===== config.mk =====
export PLATFORM = sky130hd
export DESIGN_NAME = pngut_ram
export DESIGN_NICKNAME = d
export VERILOG_FILES = /design/src/hw/rtl/pngut_ram.sv
export SDC_FILE = /design/constraint.sdc
export NUM_CORES = 2
export LEC_CHECK = 0
export ABC_AREA = 1
export BUFFER_PORTS_ARGS = -buffer_cell sky130_fd_sc_hd__buf_2
export CAP_MARGIN = 10
export CORE_ASPECT_RATIO = 1.5
export CORE_MARGIN = 4
export CORE_UTILIZATION = 50
export DETAILED_ROUTE_END_ITERATION = 12
export PLACE_DENSITY_LB_ADDON = 0.05
export SLEW_MARGIN = 20
export SYNTH_ARGS = -nofsm -noshare
export SYNTH_HDL_FRONTEND = slang
export SYNTH_SLANG_ARGS = --single-unit
export TNS_END_PERCENT = 30

===== constraint.sdc =====
create_clock -name clk -period 5.5 [get_ports clk]
set_input_delay 0.825 -clock clk [delete_from_list [all_inputs] [get_ports clk]]
set_output_delay 0.825 -clock clk [all_outputs]
set_load 0.005 [all_outputs]

===== src/hw/rtl/pngut_ram.sv =====
`default_nettype none
module pngut_ram #(
  parameter int unsigned WIDTH = 8,
  parameter int unsigned DEPTH = 256
) (
  input  wire                     clk,
  input  wire                     we,
  input  wire [$clog2(DEPTH)-1:0] waddr,
  input  wire [WIDTH-1:0]         wdata,
  input  wire                     re,
  input  wire [$clog2(DEPTH)-1:0] raddr,
  output logic [WIDTH-1:0]        rdata
);

  logic [WIDTH-1:0] mem [DEPTH];

  // One write port and one registered read port.
  always_ff @(posedge clk) begin
    if (we) begin
      mem[waddr] <= wdata;
    end
    if (re) begin
      rdata <= mem[raddr];
    end
  end

endmodule
`default_nettype wire


Word-level counts from Yosys, hierarchy flattened
Memory sizes are Yosys's and may differ from the RTL's. A register that Yosys moved wholly into a read port is not among the register bits. Cells that the tools add are included.

Bits in registers: 0. RAM bits: 2048. Input bits: 27. Logic and storage cells: 3. Memories: 1.

Multiplexer cells: 2.

Memories: mem (words 256, bits a word 8, read ports 1, clocked after Yosys merged registers in 1, wr ports 1, RTL line 15) `logic [WIDTH-1:0] mem [DEPTH];`.

Operators with widths (count): 1-bit two-way mux (2).

Longest topological paths before layout
Depth after elaboration: 2. Gate-level depth with buffers: 15. Mapped depth without buffers: 11.

Least setup slack after synthesis
No wires, ideal clock.

Path type: input port to flip-flop. Start: in we. End: mem mem[162][0], enable pin. Arrival: 1946 ps. Required time: 5130 ps. Path slack: 3184 ps. Stages on the path: 4. Path buffers: 2. Cells stage by stage: clkbuf_1 nand3_1 clkbuf_1 nor2_1.

Word-level cells in the longest chain between the ends: 2.

Ends and longest elaborated chain: start: declaration (RTL line 7) `input wire we,`; 1-bit two-way mux (RTL line 19) `if (we) begin`; 1-bit two-way mux (not written as such) (RTL line 20) `mem[waddr] <= wdata;`; end: declaration (RTL line 15).

Every way passes these cells.

==> flow_summary.toml <==
[global_routing]
grt_pass1_wl_um = 352000
grt.overflow.total = 0
grt_max_degree = 195
grt.total_usage_pct = 27.5
grt_pass1_vias = 51700
antenna_found_initial = 11

[place]
gp_congestion = 0.878
io_buffer_count = 34
pre_cts_ws_ns = 1.36
hpwl_um = 137000
place_area_um2 = 85200

[detailed_routing]
drc_errors = 0
viasPerCell = 5.81
drt_iter0_markers = 5114
wirelength_um = 241000
wl_per_cell_um = 26.1
vias = 53600
ant_nets = 0
drt-pass1-iter-count = 7

[power]
power_density_nw_per_um2 = 349
ir_worst_vdd_mv = 0.319
power.total_mw = 31.8
leakage_nw = 31.2

[final_layout]
fillers = 14100
area_delta_synth_final_pct = 9.00
drive_gt1_share_pct = 5.51
design_area_um2 = 91000
final_core_util_pct = 54.9
nNetsFinal = 6865

[cts]
cts_hold_buf = 0
postCtsSetupBuffers = 0
clock_path_buffers = 3
cts.sinks = 2056
numCtsBuffers = 185
clock-root-buffer = "clkbuf_16"
cts.htree.levels = 4
cts.repair.resized = 0
cts_tree = "done"
clk_latency_ns = 0.83
clkTransAtPathRegs_ns = 0.06

[synth]
syn_inst = 7003
syn-num-nets = 7030
avgSynthCellArea_um2 = 11.9
yosys.area.top_type = "edfxtp_1"
synthTopCellsByCount = "nand2_1 (2123), edfxtp_1 (2056), nand3_1 (2019)"
yosysSeqAreaShare_pct = 74.0
synth.area.top_cells = "edfxtp_1 (74%), nand3_1 (12%), nand2_1 (9.5%), buf_2 (1.6%), nor2_1 (1.3%)"
ys_seq_elements = 2056
netlist_area_um2 = 83500
synth_edf_count = 2056
yosysUniqueCellTypes = 13
synthFlopType = "edfxtp_1"
postSynth.asyncResetShare_pct = 0
synthDominantCellAreaShare_pct = 74.0
yosys_warnings = 0
yosysMostFrequentCell = "nand2_1"

[floorplan]
dieArea_um2 = 174000
coreArea_um2 = 166000
initial_core_util_pct = 50.4
rows = 183
die_w_um = 342
die_h_um = 508
ios = 35

[min_path]
hold_path.class = "in -> reg"
worstHoldEndpoint = "mem[203][7]"
min_from = "wdata[7]"
hold_depth = 1

[sta]
drv_slew = 0
skew_ns = 0.0218
fin_ws_ns = 2.18
setup_viol = 0
finalHoldViolCount = 0
final.min_clock_period_ns = 3.32
rsz0062_at_grt = "no"
fin_crit_sh_pct = 60.4
slew-limit-headroom_pct = 17.9
worst_pin_slew_ns = 1.23
fmax_mhz = 301
final.setup.tns_ns = 0

[outcome]
status = "complete, no violations"

[worst_setup_path]
critPathKind = "in -> reg"
rr_worst_depth = 10
arrival_ns = 4.01
crit_fanout = 122
r2r-end = "rdata[5]"
endpoint_kind = "flop"
r2r_start = "mem[174][5]"
start_kind = "input port"
r2r_setup_slack_ns = 3.29
cp.required_ns = 6.18

[run]
drv_cap = 0
==> logic make-up after synthesis <==
logic type             after synthesis  synth area share (%)
buffers and inverters              522                  3.12
and+or+nand+nor                   4425                  22.9
DFF                               2056                  74.0
==> layout by cell type, fill, tap and decap left out, types with 5 or more instances in the layout <==
| cell | count |
|---|---|
| bufinv_16 | 10 |
| nor2_1 | 278 |
| clkinv_2 | 25 |
| edfxtp_1 | 2056 |
| clkbuf_1 | 47 |
| buf_4 | 69 |
| buf_8 | 11 |
| nor2_2 | 5 |
| buf_2 | 21 |
| nand2_1 | 2116 |
| nand2_2 | 6 |
| clkbuf_16 | 193 |
| buf_12 | 30 |
| diode_2 | 7 |
| clkinv_1 | 55 |
| inv_1 | 33 |
| inv_6 | 6 |
| nand3_1 | 2019 |
==> stage by stage <==
stage | hold WS (ns) | instances
final | 0.499 | 9216
after CTS | 0.459 | 9209
after detailed placement | 1.10 | 8871
after global placement | 1.14 | 8871
after floorplan | 0.911 | 7003
after global routing | 0.486 | 9210
==> power by group <==
part	switching, mW	total (mW)	internal [mW]
clock network	5.67	12.5	6.86
registers	0.0119	17.3	17.3
logic	1.53	1.97	0.445
==> worst max-delay path, stage by stage <==
cell and delay (ns):
buf_8 0.27, buf_12 0.39, buf_12 0.51, nand2_1 0.12
nand3_1 0.11, nand3_1 0.10, nand3_1 0.14, nand3_1 0.18
nand3_1 0.22, nand3_1 0.36, nand2_1 0.27, nand2_1 0.09
nand2_1 0.09
==> sequential cells by signal, indices dropped and copies added, names as in the netlist <==
register,count
mem,2048
rdata,8
==> worst max-delay path by stage <==
| stage | from | slack, ns | end |
|---|---|---|---|
| finish | raddr[0] | 2.18 | rdata[5] |
| global route | raddr[1] | 2.14 | rdata[4] |
| CTS | raddr[1] | 2.26 | rdata[4] |
| detailed placement | raddr[1] | 1.36 | rdata[4] |
| global placement | raddr[1] | 1.36 | rdata[4] |
| floorplan | we | 3.18 | mem[162][0] |
==> area by class of cell <==
cell class              count  area (um2)  area share, %
flip-flops and latches   2056       61700           67.9
multi-input cells        4425       19200           21.1
clock buffers             240        5010           5.50
well taps                2220        2780           3.05
repair buffers            131        1390           1.53
clock inverters            98         712          0.782
inverters                  39         180          0.198
diodes                      7        17.5         0.0193
==> layer usage <==
metal	up-vias	GRT usage, %	wire length, um	part of all wire (%)
li1	24500	-	-	-
met1	26700	35.4	94500	39
met2	1856	46.6	120000	50
met3	447	3.80	15000	6.2
met4	4	12.0	11200	4.7
met5	-	0	26	0.011
No activity file was read; power rests on OpenSTA's default activity.
